[config.mk]
export PLATFORM = sky130hd
export DESIGN_NAME = miller_rabin_prime_test_unit
export DESIGN_NICKNAME = d
export VERILOG_FILES = /design/src/design/mrpt_pkg.sv /design/src/design/mrpt_mulmod.sv /design/src/design/mrpt_dpath.sv /design/src/design/mrpt_ctrl.sv /design/src/design/miller_rabin_prime_test_unit.sv
export SDC_FILE = /design/constraint.sdc
export NUM_CORES = 1
export LEC_CHECK = 0
export ABC_AREA = 1
export BUFFER_PORTS_ARGS = -buffer_cell sky130_fd_sc_hd__buf_4
export CAP_MARGIN = 20
export CORE_ASPECT_RATIO = 0.5
export CORE_MARGIN = 5
export CORE_UTILIZATION = 33
export DETAILED_ROUTE_END_ITERATION = 12
export SLEW_MARGIN = 20
export SYNTH_ARGS = -nofsm -noshare
export SYNTH_HDL_FRONTEND = slang
export SYNTH_SLANG_ARGS = --single-unit
[constraint.sdc]
create_clock -name clk -period 7.4 [get_ports clk]
set_input_delay 1.48 -clock clk [delete_from_list [all_inputs] [get_ports clk]]
set_output_delay 1.48 -clock clk [all_outputs]
set_load 0.01 [all_outputs]
[src/design/mrpt_pkg.sv]
// ----------------------------------------------------------------------------
// mrpt_pkg
// Shared widths, payload types and controller/datapath interface types for
// the Miller-Rabin prime test unit.
// ----------------------------------------------------------------------------
`default_nettype none

package mrpt_pkg;

  // operand width used from the candidate and witness fields
  localparam int NUM_WIDTH = 32;
  // counter width able to hold NUM_WIDTH itself
  localparam int CNT_W = $clog2(NUM_WIDTH + 1);
  // round counter and rounds register width
  localparam int ROUND_W = 6;

  localparam logic [ROUND_W-1:0] ROUNDS_RESET = ROUND_W'(5);
  localparam logic [NUM_WIDTH-1:0] NUM_TWO = NUM_WIDTH'(2);
  localparam logic [NUM_WIDTH-1:0] NUM_ONE = NUM_WIDTH'(1);

  // input transaction
  typedef struct packed {
    logic [31:0] candidate;
    logic [31:0] witness;
  } in_item_t;

  // result transaction
  typedef struct packed {
    logic               probable_prime;
    logic [ROUND_W-1:0] rounds_passed;
  } out_item_t;

  // modular product operation kinds
  typedef enum logic [1:0] {
    OP_REDUCE,
    OP_SQUARE,
    OP_MULB
  } mm_op_t;

  // controller to datapath commands
  typedef struct packed {
    logic   load;
    logic   mm_start;
    mm_op_t mm_op;
    logic   strip;
    logic   shl;
    logic   exp_init;
    logic   s_inc;
    logic   finish;
    logic   pass;
  } dp_cmd_t;

  // datapath to controller status
  typedef struct packed {
    logic trivial_fail;
    logic mm_done;
    logic d_even;
    logic e_top;
    logic ebits_zero;
    logic x_is_one;
    logic x_is_nm1;
    logic s_done;
    logic s_zero;
    logic reach;
  } dp_status_t;

endpackage

`default_nettype wire

[src/design/mrpt_mulmod.sv]
// ----------------------------------------------------------------------------
// mrpt_mulmod
// Bit-serial modular multiplier: (addend * mult) mod modulus, one multiplier
// bit per cycle, MSB first, double-and-add with conditional subtracts.
// Requires addend < modulus and modulus >= 2.
// ----------------------------------------------------------------------------
`default_nettype none

module mrpt_mulmod (
  input  wire logic                           clk,
  input  wire logic                           rst_n,
  input  wire logic                           start,
  input  wire logic [mrpt_pkg::NUM_WIDTH-1:0] addend,
  input  wire logic [mrpt_pkg::NUM_WIDTH-1:0] mult,
  input  wire logic [mrpt_pkg::NUM_WIDTH-1:0] modulus,
  output logic                                done,
  output logic      [mrpt_pkg::NUM_WIDTH-1:0] result
);
  import mrpt_pkg::*;

  logic [NUM_WIDTH-1:0] acc_r;
  logic [NUM_WIDTH-1:0] add_r;
  logic [NUM_WIDTH-1:0] mult_r;
  logic [CNT_W-1:0]     cnt_r;
  logic                 busy_r;
  logic                 done_r;

  logic [NUM_WIDTH:0] mod_ext;
  logic [NUM_WIDTH:0] dbl;
  logic [NUM_WIDTH:0] dbl_red;
  logic [NUM_WIDTH:0] sum;
  logic [NUM_WIDTH:0] sum_red;

  // double, reduce, add, reduce
  assign mod_ext = {1'b0, modulus};
  assign dbl     = {acc_r, 1'b0};
  assign dbl_red = (dbl >= mod_ext) ? (dbl - mod_ext) : dbl;
  assign sum     = {1'b0, dbl_red[NUM_WIDTH-1:0]}
                 + (mult_r[NUM_WIDTH-1] ? {1'b0, add_r} : '0);
  assign sum_red = (sum >= mod_ext) ? (sum - mod_ext) : sum;

  // sequencing
  always_ff @(posedge clk) begin
    if (!rst_n) begin
      busy_r <= 1'b0;
      done_r <= 1'b0;
      cnt_r  <= '0;
    end else begin
      done_r <= 1'b0;
      if (start) begin
        busy_r <= 1'b1;
        cnt_r  <= CNT_W'(NUM_WIDTH);
      end else if (busy_r) begin
        cnt_r <= cnt_r - 1'b1;
        if (cnt_r == CNT_W'(1)) begin
          busy_r <= 1'b0;
          done_r <= 1'b1;
        end
      end
    end
  end

  // operand and accumulator registers
  always_ff @(posedge clk) begin
    if (start) begin
      acc_r  <= '0;
      add_r  <= addend;
      mult_r <= mult;
    end else if (busy_r) begin
      acc_r  <= sum_red[NUM_WIDTH-1:0];
      mult_r <= {mult_r[NUM_WIDTH-2:0], 1'b0};
    end
  end

  assign done   = done_r;
  assign result = acc_r;

endmodule

`default_nettype wire

[src/design/mrpt_dpath.sv]
// ----------------------------------------------------------------------------
// mrpt_dpath
// Datapath: candidate and witness registers, exponent shifter, counters,
// shared modular multiplier, round counting and the result register.
// ----------------------------------------------------------------------------
`default_nettype none

module mrpt_dpath (
  input  wire logic                         clk,
  input  wire logic                         rst_n,
  input  wire mrpt_pkg::in_item_t           in_data,
  input  wire logic                         cfg_wr_en,
  input  wire logic [mrpt_pkg::ROUND_W-1:0] cfg_wr_data,
  input  wire mrpt_pkg::dp_cmd_t            cmd,
  output mrpt_pkg::dp_status_t              status,
  output mrpt_pkg::out_item_t               out_data
);
  import mrpt_pkg::*;

  logic [NUM_WIDTH-1:0] n_r;
  logic [NUM_WIDTH-1:0] nm1_r;
  logic [NUM_WIDTH-1:0] wit_r;
  logic [NUM_WIDTH-1:0] b_r;
  logic [NUM_WIDTH-1:0] x_r;
  logic [NUM_WIDTH-1:0] e_r;
  logic [CNT_W-1:0]     ebits_r;
  logic [CNT_W-1:0]     r_r;
  logic [CNT_W-1:0]     s_r;
  mm_op_t               op_r;
  logic [ROUND_W-1:0]   rounds_r;
  logic [ROUND_W-1:0]   round_cnt_r;
  out_item_t            out_data_r;

  logic [NUM_WIDTH-1:0] cand;
  logic [NUM_WIDTH-1:0] mm_addend;
  logic [NUM_WIDTH-1:0] mm_mult;
  logic [NUM_WIDTH-1:0] mm_result;
  logic                 mm_done;
  logic [ROUND_W-1:0]   cnt_inc;
  logic [ROUND_W-1:0]   need;
  logic                 reach;

  assign cand = in_data.candidate[NUM_WIDTH-1:0];

  // operand selection for the shared multiplier
  always_comb begin
    case (cmd.mm_op)
      OP_REDUCE: begin
        mm_addend = NUM_ONE;
        mm_mult   = wit_r;
      end
      OP_SQUARE: begin
        mm_addend = x_r;
        mm_mult   = x_r;
      end
      OP_MULB: begin
        mm_addend = b_r;
        mm_mult   = x_r;
      end
      default: begin
        mm_addend = x_r;
        mm_mult   = x_r;
      end
    endcase
  end

  mrpt_mulmod u_mulmod (
    .clk     (clk),
    .rst_n   (rst_n),
    .start   (cmd.mm_start),
    .addend  (mm_addend),
    .mult    (mm_mult),
    .modulus (n_r),
    .done    (mm_done),
    .result  (mm_result)
  );

  // round counting
  assign cnt_inc = round_cnt_r + 1'b1;
  assign need    = (rounds_r == '0) ? ROUND_W'(1) : rounds_r;
  assign reach   = (cnt_inc >= need);

  always_ff @(posedge clk) begin
    if (!rst_n) begin
      rounds_r    <= ROUNDS_RESET;
      round_cnt_r <= '0;
    end else begin
      if (cfg_wr_en) begin
        rounds_r <= cfg_wr_data;
      end
      if (cmd.finish) begin
        if (!cmd.pass || reach) begin
          round_cnt_r <= '0;
        end else begin
          round_cnt_r <= cnt_inc;
        end
      end
    end
  end

  // working registers
  always_ff @(posedge clk) begin
    if (cmd.load) begin
      n_r     <= cand;
      nm1_r   <= cand - 1'b1;
      e_r     <= cand - 1'b1;
      wit_r   <= in_data.witness[NUM_WIDTH-1:0];
      ebits_r <= CNT_W'(NUM_WIDTH - 1);
      r_r     <= '0;
      s_r     <= '0;
    end
    if (cmd.strip) begin
      e_r <= {1'b0, e_r[NUM_WIDTH-1:1]};
      r_r <= r_r + 1'b1;
    end
    if (cmd.shl) begin
      e_r     <= {e_r[NUM_WIDTH-2:0], 1'b0};
      ebits_r <= ebits_r - 1'b1;
    end
    if (cmd.exp_init) begin
      x_r <= b_r;
      e_r <= {e_r[NUM_WIDTH-2:0], 1'b0};
    end
    if (cmd.s_inc) begin
      s_r <= s_r + 1'b1;
    end
    if (cmd.mm_start) begin
      op_r <= cmd.mm_op;
    end
    if (mm_done) begin
      if (op_r == OP_REDUCE) begin
        b_r <= mm_result;
      end else begin
        x_r <= mm_result;
      end
    end
  end

  // result register
  always_ff @(posedge clk) begin
    if (cmd.finish) begin
      if (!cmd.pass) begin
        out_data_r.probable_prime <= 1'b0;
        out_data_r.rounds_passed  <= round_cnt_r;
      end else if (reach) begin
        out_data_r.probable_prime <= 1'b1;
        out_data_r.rounds_passed  <= cnt_inc;
      end
    end
  end

  assign out_data = out_data_r;

  // status back to the controller
  assign status.trivial_fail = (n_r < NUM_TWO) || ((n_r != NUM_TWO) && !n_r[0]);
  assign status.mm_done      = mm_done;
  assign status.d_even       = !e_r[0];
  assign status.e_top        = e_r[NUM_WIDTH-1];
  assign status.ebits_zero   = (ebits_r == '0);
  assign status.x_is_one     = (x_r == NUM_ONE);
  assign status.x_is_nm1     = (x_r == nm1_r);
  assign status.s_done       = (s_r == r_r);
  assign status.s_zero       = (s_r == '0);
  assign status.reach        = reach;

endmodule

`default_nettype wire

[src/design/mrpt_ctrl.sv]
// ----------------------------------------------------------------------------
// mrpt_ctrl
// Controller: sequences one round (screen, reduce witness, strip twos,
// left-to-right exponentiation, squaring loop) and hands the verdict to the
// result register.
// ----------------------------------------------------------------------------
`default_nettype none

module mrpt_ctrl (
  input  wire logic                 clk,
  input  wire logic                 rst_n,
  input  wire logic                 in_valid,
  output logic                      in_stall,
  output logic                      out_valid,
  input  wire logic                 out_stall,
  input  wire mrpt_pkg::dp_status_t status,
  output mrpt_pkg::dp_cmd_t         cmd
);
  import mrpt_pkg::*;

  typedef enum logic [3:0] {
    S_IDLE,
    S_CHECK,
    S_REDUCE,
    S_STRIP,
    S_NORM,
    S_EXP_INIT,
    S_EXP_BIT,
    S_EXP_SQ,
    S_EXP_DEC,
    S_EXP_MUL,
    S_SQ_CHECK,
    S_SQ_WAIT,
    S_FINISH
  } state_t;

  state_t state_r, state_nxt;
  logic   pass_r, pass_nxt;
  logic   out_valid_r, out_valid_nxt;
  logic   verdict;

  assign verdict  = !pass_r || status.reach;
  assign in_stall = (state_r != S_IDLE);
  assign out_valid = out_valid_r;

  // next state and commands
  always_comb begin
    cmd           = '0;
    cmd.pass      = pass_r;
    state_nxt     = state_r;
    pass_nxt      = pass_r;
    out_valid_nxt = out_valid_r;
    if (out_valid_r && !out_stall) out_valid_nxt = 1'b0;
    case (state_r)
      S_IDLE: begin
        if (in_valid) begin
          cmd.load  = 1'b1;
          state_nxt = S_CHECK;
        end
      end
      S_CHECK: begin
        if (status.trivial_fail) begin
          pass_nxt  = 1'b0;
          state_nxt = S_FINISH;
        end else begin
          cmd.mm_start = 1'b1;
          cmd.mm_op    = OP_REDUCE;
          state_nxt    = S_REDUCE;
        end
      end
      S_REDUCE: begin
        if (status.mm_done) state_nxt = S_STRIP;
      end
      S_STRIP: begin
        if (status.d_even) begin
          cmd.strip = 1'b1;
        end else begin
          state_nxt = S_NORM;
        end
      end
      S_NORM: begin
        if (!status.e_top) begin
          cmd.shl = 1'b1;
        end else begin
          state_nxt = S_EXP_INIT;
        end
      end
      S_EXP_INIT: begin
        cmd.exp_init = 1'b1;
        state_nxt    = S_EXP_BIT;
      end
      S_EXP_BIT: begin
        if (status.ebits_zero) begin
          state_nxt = S_SQ_CHECK;
        end else begin
          cmd.mm_start = 1'b1;
          cmd.mm_op    = OP_SQUARE;
          state_nxt    = S_EXP_SQ;
        end
      end
      S_EXP_SQ: begin
        if (status.mm_done) state_nxt = S_EXP_DEC;
      end
      S_EXP_DEC: begin
        if (status.e_top) begin
          cmd.mm_start = 1'b1;
          cmd.mm_op    = OP_MULB;
          state_nxt    = S_EXP_MUL;
        end else begin
          cmd.shl   = 1'b1;
          state_nxt = S_EXP_BIT;
        end
      end
      S_EXP_MUL: begin
        if (status.mm_done) begin
          cmd.shl   = 1'b1;
          state_nxt = S_EXP_BIT;
        end
      end
      S_SQ_CHECK: begin
        if (status.s_done || status.x_is_one || status.x_is_nm1) begin
          pass_nxt  = status.x_is_nm1 || status.s_zero;
          state_nxt = S_FINISH;
        end else begin
          cmd.mm_start = 1'b1;
          cmd.mm_op    = OP_SQUARE;
          state_nxt    = S_SQ_WAIT;
        end
      end
      S_SQ_WAIT: begin
        if (status.mm_done) begin
          cmd.s_inc = 1'b1;
          state_nxt = S_SQ_CHECK;
        end
      end
      S_FINISH: begin
        // hold while a verdict has nowhere to go
        if (!(verdict && out_valid_r && out_stall)) begin
          cmd.finish = 1'b1;
          if (verdict) out_valid_nxt = 1'b1;
          state_nxt = S_IDLE;
        end
      end
      default: begin
        state_nxt = S_IDLE;
      end
    endcase
  end

  // state and registered outputs
  always_ff @(posedge clk) begin
    if (!rst_n) begin
      state_r     <= S_IDLE;
      pass_r      <= 1'b0;
      out_valid_r <= 1'b0;
    end else begin
      state_r     <= state_nxt;
      pass_r      <= pass_nxt;
      out_valid_r <= out_valid_nxt;
    end
  end

endmodule

`default_nettype wire

[src/design/miller_rabin_prime_test_unit.sv]
// ----------------------------------------------------------------------------
// miller_rabin_prime_test_unit
// One Miller-Rabin witness round per input transaction, with round counting
// and a verdict transaction when a round fails or enough rounds have passed.
// ----------------------------------------------------------------------------
// Each input transaction carries a candidate n and a witness a and runs one
// round; a result transaction (probable_prime, rounds_passed) appears only
// when a round shows n composite or the passed-round count reaches the rounds
// register (reset 5, zero acts as one). Candidates below two and even ones
// other than two are rejected straight from the check state. Otherwise all
// arithmetic goes through one bit-serial modular multiplier: one product
// reduces the witness, the twos are stripped from n-1 and its odd part d is
// aligned, then one squaring per bit of d after the leading one plus one
// multiply per set bit after the leading one, then up to r squarings. One
// round is in flight at a time; the next transaction is taken while a
// verdict waits in the output register.
// ----------------------------------------------------------------------------
`default_nettype none

module miller_rabin_prime_test_unit (
  input  wire logic                         clk,
  input  wire logic                         rst_n,
  input  wire logic                         in_valid,
  output logic                              in_stall,
  input  wire mrpt_pkg::in_item_t           in_data,
  output logic                              out_valid,
  input  wire logic                         out_stall,
  output mrpt_pkg::out_item_t               out_data,
  input  wire logic                         cfg_wr_en,
  input  wire logic [mrpt_pkg::ROUND_W-1:0] cfg_wr_data
);
  import mrpt_pkg::*;

  dp_cmd_t    cmd;
  dp_status_t status;

  mrpt_ctrl u_ctrl (
    .clk       (clk),
    .rst_n     (rst_n),
    .in_valid  (in_valid),
    .in_stall  (in_stall),
    .out_valid (out_valid),
    .out_stall (out_stall),
    .status    (status),
    .cmd       (cmd)
  );

  mrpt_dpath u_dpath (
    .clk         (clk),
    .rst_n       (rst_n),
    .in_data     (in_data),
    .cfg_wr_en   (cfg_wr_en),
    .cfg_wr_data (cfg_wr_data),
    .cmd         (cmd),
    .status      (status),
    .out_data    (out_data)
  );

  // one round at a time: an accepted transaction closes the input
  a_accept_stalls: assert property (@(posedge clk) disable iff (!rst_n)
    in_valid && !in_stall |=> in_stall)
    else $error("input accepted while a round was still running");

  // a probable-prime verdict always follows at least one passed round
  a_prime_count: assert property (@(posedge clk) disable iff (!rst_n)
    out_valid && out_data.probable_prime |-> out_data.rounds_passed != '0)
    else $error("probable prime reported with zero rounds passed");

endmodule

`default_nettype wire

==> After elaboration in Yosys (flattened, before gate mapping) <==
Index checks and enable logic that the tools add are counted.
{ "op_classes": {"addsub": 9, "n_lt_le_gt_ge": 4, "eq_ne": 29, "muxes": 65, "bitwise_logic": 2, "n_reduce_logical": 33} }
{ "ops": {"columns": ["op", "count"], "rows": [
  ["32-bit 2-to-1 mux", 13],
  ["33-bit by 32-bit greater-or-equal comparator with 1-bit output", 2],
  ["32-bit case mux with 2 select lines", 1],
  ["32-bit subtractor", 2],
  ["6-bit 2-to-1 mux", 10],
  ["4-bit case mux with 13 select lines", 1],
  ["4-bit 2-to-1 mux", 11],
  ["32-bit by 32-bit adder with 33-bit output", 1],
  ["32-bit by 1-bit equality test with 1-bit output, second input constant", 1],
  ["32-bit equality test", 1],
  ["32-bit by 2-bit less-than comparator with 1-bit output, second input constant", 1],
  ["32-bit by 2-bit != test with 1-bit output, second input constant", 1],
  ["32-bit by 1-bit subtractor with 32-bit output, second input constant", 1],
  ["4-bit equality test, second input constant", 5],
  ["1-bit 2-to-1 mux", 20],
  ["6-bit by 1-bit adder with 6-bit output, second input constant", 3],
  ["6-bit logical NOT", 3],
  ["4-bit by 3-bit equality test with 1-bit output, second input constant", 4],
  ["2-bit by 1-bit != test with 1-bit output, second input constant", 8],
  ["3-bit 2-to-1 mux", 5],
  ["3-bit case mux with 4 select lines", 1],
  ["6-bit by 1-bit subtractor with 6-bit output, second input constant", 2],
  ["2-bit nonzero test", 5],
  ["4-bit by 2-bit equality test with 1-bit output, second input constant", 2],
  ["other kinds (20)", 38]
]} }
{ "totals": {"register_bits": 341, "input_bits": 75, "out_inout_bits": 9, "word_cells": 167} }

==> Longest topological paths before layout <==
{ "depth": {"depth_word": 9, "mapped_depth": 44, "ltp_nobuf": 42} }

==> Hierarchy <==
From an unflattened synthesis, not the netlist that was laid out.
{ "hier_totals": {"hier_cells": 3429, "area_unflattened_um2": 23955.5} }
{ "modules_own_cells": {"columns": ["module", "instances", "cells_per_inst", "area_per_inst_um2", "seq_area_each_um2"], "rows": [
  ["mrpt_mulmod", 1, 2059, 12055.3, 2722.6],
  ["mrpt_dpath", 1, 1232, 11200.7, 6486.2],
  ["mrpt_ctrl", 1, 138, 699.4, 120.1]
]} }

==> Worst setup path after synthesis <==
Ideal clock, no wire load.
{ "synth_path": {"kind": "input-to-reg", "from": "in in_valid", "to": "reg u_dpath.e_r[10] (enable)", "setup_ns": 0.389, "t_arrival_ns": 7.076, "required_time_ns": 7.011, "slack_ns": -0.065, "stages": 4, "path_buffers": 0, "cell_sequence": "inv_1 nor2_1 inv_1 nand2_1"} }
{ "synth_lines": {"columns": ["item", "line_no", "rtl"], "rows": [
  ["start, declared", "miller_rabin_prime_test_unit.sv:23", "input wire logic in_valid,"],
  ["end signal, assigned", "mrpt_dpath.sv:106", "e_r <= cand - 1'b1;"],
  ["end signal, assigned", "mrpt_dpath.sv:113", "e_r <= {1'b0, e_r[NUM_WIDTH-1:1]};"],
  ["end signal, assigned", "mrpt_dpath.sv:117", "e_r <= {e_r[NUM_WIDTH-2:0], 1'b0};"],
  ["end, declared", "mrpt_dpath.sv:25", "logic [NUM_WIDTH-1:0] e_r;"]
]} }

==> Worst setup path after layout <==
{ "layout_path": {"from": "reg u_dpath.n_r[1]", "to": "reg u_dpath.u_mulmod.acc_r[1] (netlist: u_dpath.u_mulmod.result[1])"} }
{ "layout_between": {"elab_chain_len": 5, "word_cells_on_any_way": 13, "classes_between": "3 x add/sub; 3 x order compare; 1 x eq/ne; 4 x mux; 2 x reduce/logical"} }
{ "layout_rtl": {"columns": ["item", "line_no", "rtl"], "rows": [
  ["start, declared", "mrpt_dpath.sv:20", "logic [NUM_WIDTH-1:0] n_r;"],
  ["start signal, assigned", "mrpt_dpath.sv:104", "n_r <= cand;"],
  ["32-bit subtractor, or another cell as far along", "mrpt_mulmod.sv:37", "assign dbl_red = (dbl >= mod_ext) ? (dbl - mod_ext) : dbl;"],
  ["32-bit 2-to-1 mux / 1-bit logical AND (equally long branches)", "mrpt_mulmod.sv:37, mrpt_dpath.sv:155", null],
  ["32-bit by 32-bit adder with 33-bit output / 1-bit logical OR (equally long branches)", "mrpt_mulmod.sv:39, mrpt_dpath.sv:155", null],
  ["32-bit subtractor, or another cell as far along", "mrpt_mulmod.sv:40", "assign sum_red = (sum >= mod_ext) ? (sum - mod_ext) : sum;"],
  ["32-bit 2-to-1 mux / 3-bit case mux with 4 select lines (equally long branches)", "mrpt_mulmod.sv:40, mrpt_ctrl.sv:54", null],
  ["end signal, assigned", "mrpt_mulmod.sv:70", "acc_r <= sum_red[NUM_WIDTH-1:0];"],
  ["end, declared", "mrpt_mulmod.sv:21", "logic [NUM_WIDTH-1:0] acc_r;"]
]} }
Several ways; a longest one is shown, not always the timed one.
A chain may end at the register's enable or synchronous reset.

==> summary.txt <==
Clocking
  • CTS tree: yes
  • Cts repair resizes: 0
  • Reg clk slew, reported paths: ~60 ps
  • Postcts setup bufs: 0
  • Clock latency on the worst-skew pair: 570 ps
  • H-tree levels: 2
  • Clock sink total: between 300 and 400
  • Hold buffer count at CTS: 0
  • CTS max path bufs: 3
  • Total CTS buffers: 37
  • Root Buffer: clkbuf_16

Worst setup path
  • CP Data Arrival Time: between 7000 and 8000 ps
  • CP Launch Type: register
  • Delay-heaviest family, CP: simple AND/OR/NAND/NOR gates
  • CP peak stage delay: ~440 ps
  • WP buf/inv: 6
  • Crit Path Category: reg2reg
  • Critical path data required time: approximately 7900 ps
  • Most used cell, CP: nand2_1
  • Worst Path Max Fanout: 32
  • Crit-path slowest cell: edfxtp_1
  • Critical Path Sink Type: register

Drt
  • Detailed Route WL: roughly 78000 µm
  • Vias per cell: 5.12
  • DRT Pass-1 Iters: 5
  • Routed vias: between 20k and 25k
  • DRT antenna net count: 0
  • DRC viols: 0
  • Initial DRC count: 2165
  • Routed len/inst: between 15 and 20 µm

Yosys
  • Unique masters post-synth: 50
  • Mapped Avg Cell Area: roughly 7.5 µm²
  • Synthesized area: 22300 µm²
  • Sequential element share of the synthesized area: between 40% and 50%
  • Syn_nets: around 3.1k
  • FF+latch count, synth: about 340
  • Synth Instances: between 2k and 3k
  • Yosys warning total: 0

STA
  • Setup Skew: roughly 30 ps
  • Final Max Slew Viols: 0
  • Minimum clock period: around 6700 ps
  • Total negative slack: 0 ps
  • Hold Vio Cnt, Final: 0
  • Final Setup Violations: 0
  • RSZ-0062 raised after global routing: no
  • Worst slew pin tran: between 800 and 900 ps
  • Final Cycle Share: 89.9%
  • Setup slack after layout: between 700 and 800 ps
  • Fmax: between 150 and 200 MHz
  • Slew HR: between 40% and 50%

Finish
  • Inserted Diodes: 0
  • Nets: ~3.2k
  • Area growth from synthesis to layout: 12.8%
  • Most common cell after layout, fill and taps aside: nand2_1
  • Layout cells sized above 1: 6.93%
  • Commonest cells after routing, fill and taps aside: 812 x nand2_1, 464 x inv_1, 273 x nor2_1

Floorplanning
  • Row count: 67
  • Die height: 194 µm
  • Starting density of the core: roughly 33%
  • IO Pins: 84
  • Die X-Extent: around 380 µm
  • Placeable Area: 67000 µm²
  • DIE AREA: around 73000 µm²

Placed design
  • HPWL Detailed: 63200 µm
  • RD Place Congestion: around 0.98
  • Input/output buffers: 83
  • Worst slack, placed: roughly 800 ps

Global routing
  • Initial antenna violation count: 0
  • GRT Resource Usage Total: a little over a fifth
  • GRT Residual Overflow: 0
  • Vias in the first global route: between 15k and 20k
  • First-pass GRT wire length: 117000 µm
  • Pin count of the biggest net entering global routing: 66

Hold path
  • Type of the worst min-delay path: reg2reg

Run
  • Max cap viols: 0

Run status
  • Status: finished clean
==> per-stage QoR <==
stage / hold slack, ps / std cells / instance area [µm²] / util, %
finish: 481 / 3971 / 25200 / 37.6
global route: 517 / 3971 / 25200 / 37.6
CTS: 487 / 3970 / 25200 / 37.6
detailed placement: 478 / 3903 / 24000 / 35.8
global placement: 460 / 3903 / 24000 / 35.8
floorplan: 406 / 2960 / 22300 / -
==> worst register-to-register path: cells and delay by family, from the launching register on <==
| family | cells | cell delay (ps) |
|---|---|---|
| compound gates | 6 | 1390 |
| simple gates | 19 | 2130 |
| buf+inv | 6 | 940 |
| flops | 1 | 440 |
| fa+ha+maj | 4 | 1270 |
| xor+xnor | 1 | 380 |
==> cells in the mapped netlist, drive strengths merged <==
cell,n,area (µm²)
nand3b,16,133
o21a,6,45.0
o211ai,62,465
edfxtp,250,7510
o21ai,169,850
clkbuf,29,109
nand2,820,3100
nor3,22,115
a21oi,178,902
a31oi,7,43.8
o221ai,2,17.5
ha,110,1380
nor3b,1,12.5
xor2,60,526
o22ai,38,238
nor4,7,50.1
and2,4,25.0
buf,37,236
o21bai,12,90.1
a22oi,1,7.51
a21boi,1,7.51
nand3,161,816
a21o,6,45.0
fa,3,60.1
inv,474,1780
dfxtp,91,1820
nor2,282,1090
nand4,33,213
xnor2,62,543
or3,1,6.26
or2,13,81.3
a311oi,1,8.76
o211a,1,10.0
==> cell type report <==
class,instances,area [µm²]
Multi-Input combinational cell,2079,10900
Fill cell,6908,41800
Clock buffer,47,963
Tap cell,897,1120
Sequential cell,341,9330
Clock inverter,20,238
Inverter,474,1780
Timing Repair Buffer,113,868
==> metal layers <==
| layer | wire (µm) | track usage [%] | vias up |
|---|---|---|---|
| met4 | 1970 | 5.01 | 0 |
| li1 | - | - | 9868 |
| met1 | 37600 | 32.0 | 9595 |
| met2 | 31800 | 30.1 | 755 |
| met5 | 0 | 0 | - |
| met3 | 6890 | 3.66 | 98 |
==> cell families after synthesis <==
group	share of synthesized area (%)
xor gates and xnor gates	4.79
AOI/OAI and AO/OA	12.2
adders and majority gates	6.43
DFF	41.8
buffers and inverters	9.52
and+or+nand+nor	25.3
==> worst paths after layout <==
path	from	end	slack [ps]	cells past startpoint
setup / recovery	u_dpath.n_r[1]$_DFFE_PP_	u_dpath.u_mulmod.result[1]$_SDFFE_PP0P_	750	36
hold / removal	u_dpath.rounds_r[0]$_SDFFE_PN1P_	u_dpath.rounds_r[0]$_SDFFE_PN1P_	480	2
setup reg to reg	u_dpath.n_r[1]$_DFFE_PP_	u_dpath.u_mulmod.result[1]$_SDFFE_PP0P_	750	36
hold reg to reg	u_dpath.rounds_r[0]$_SDFFE_PN1P_	u_dpath.rounds_r[0]$_SDFFE_PN1P_	480	2
Power is not shown: default switching activity piles up to over one toggle a cycle in this logic, so the estimate is an artifact.
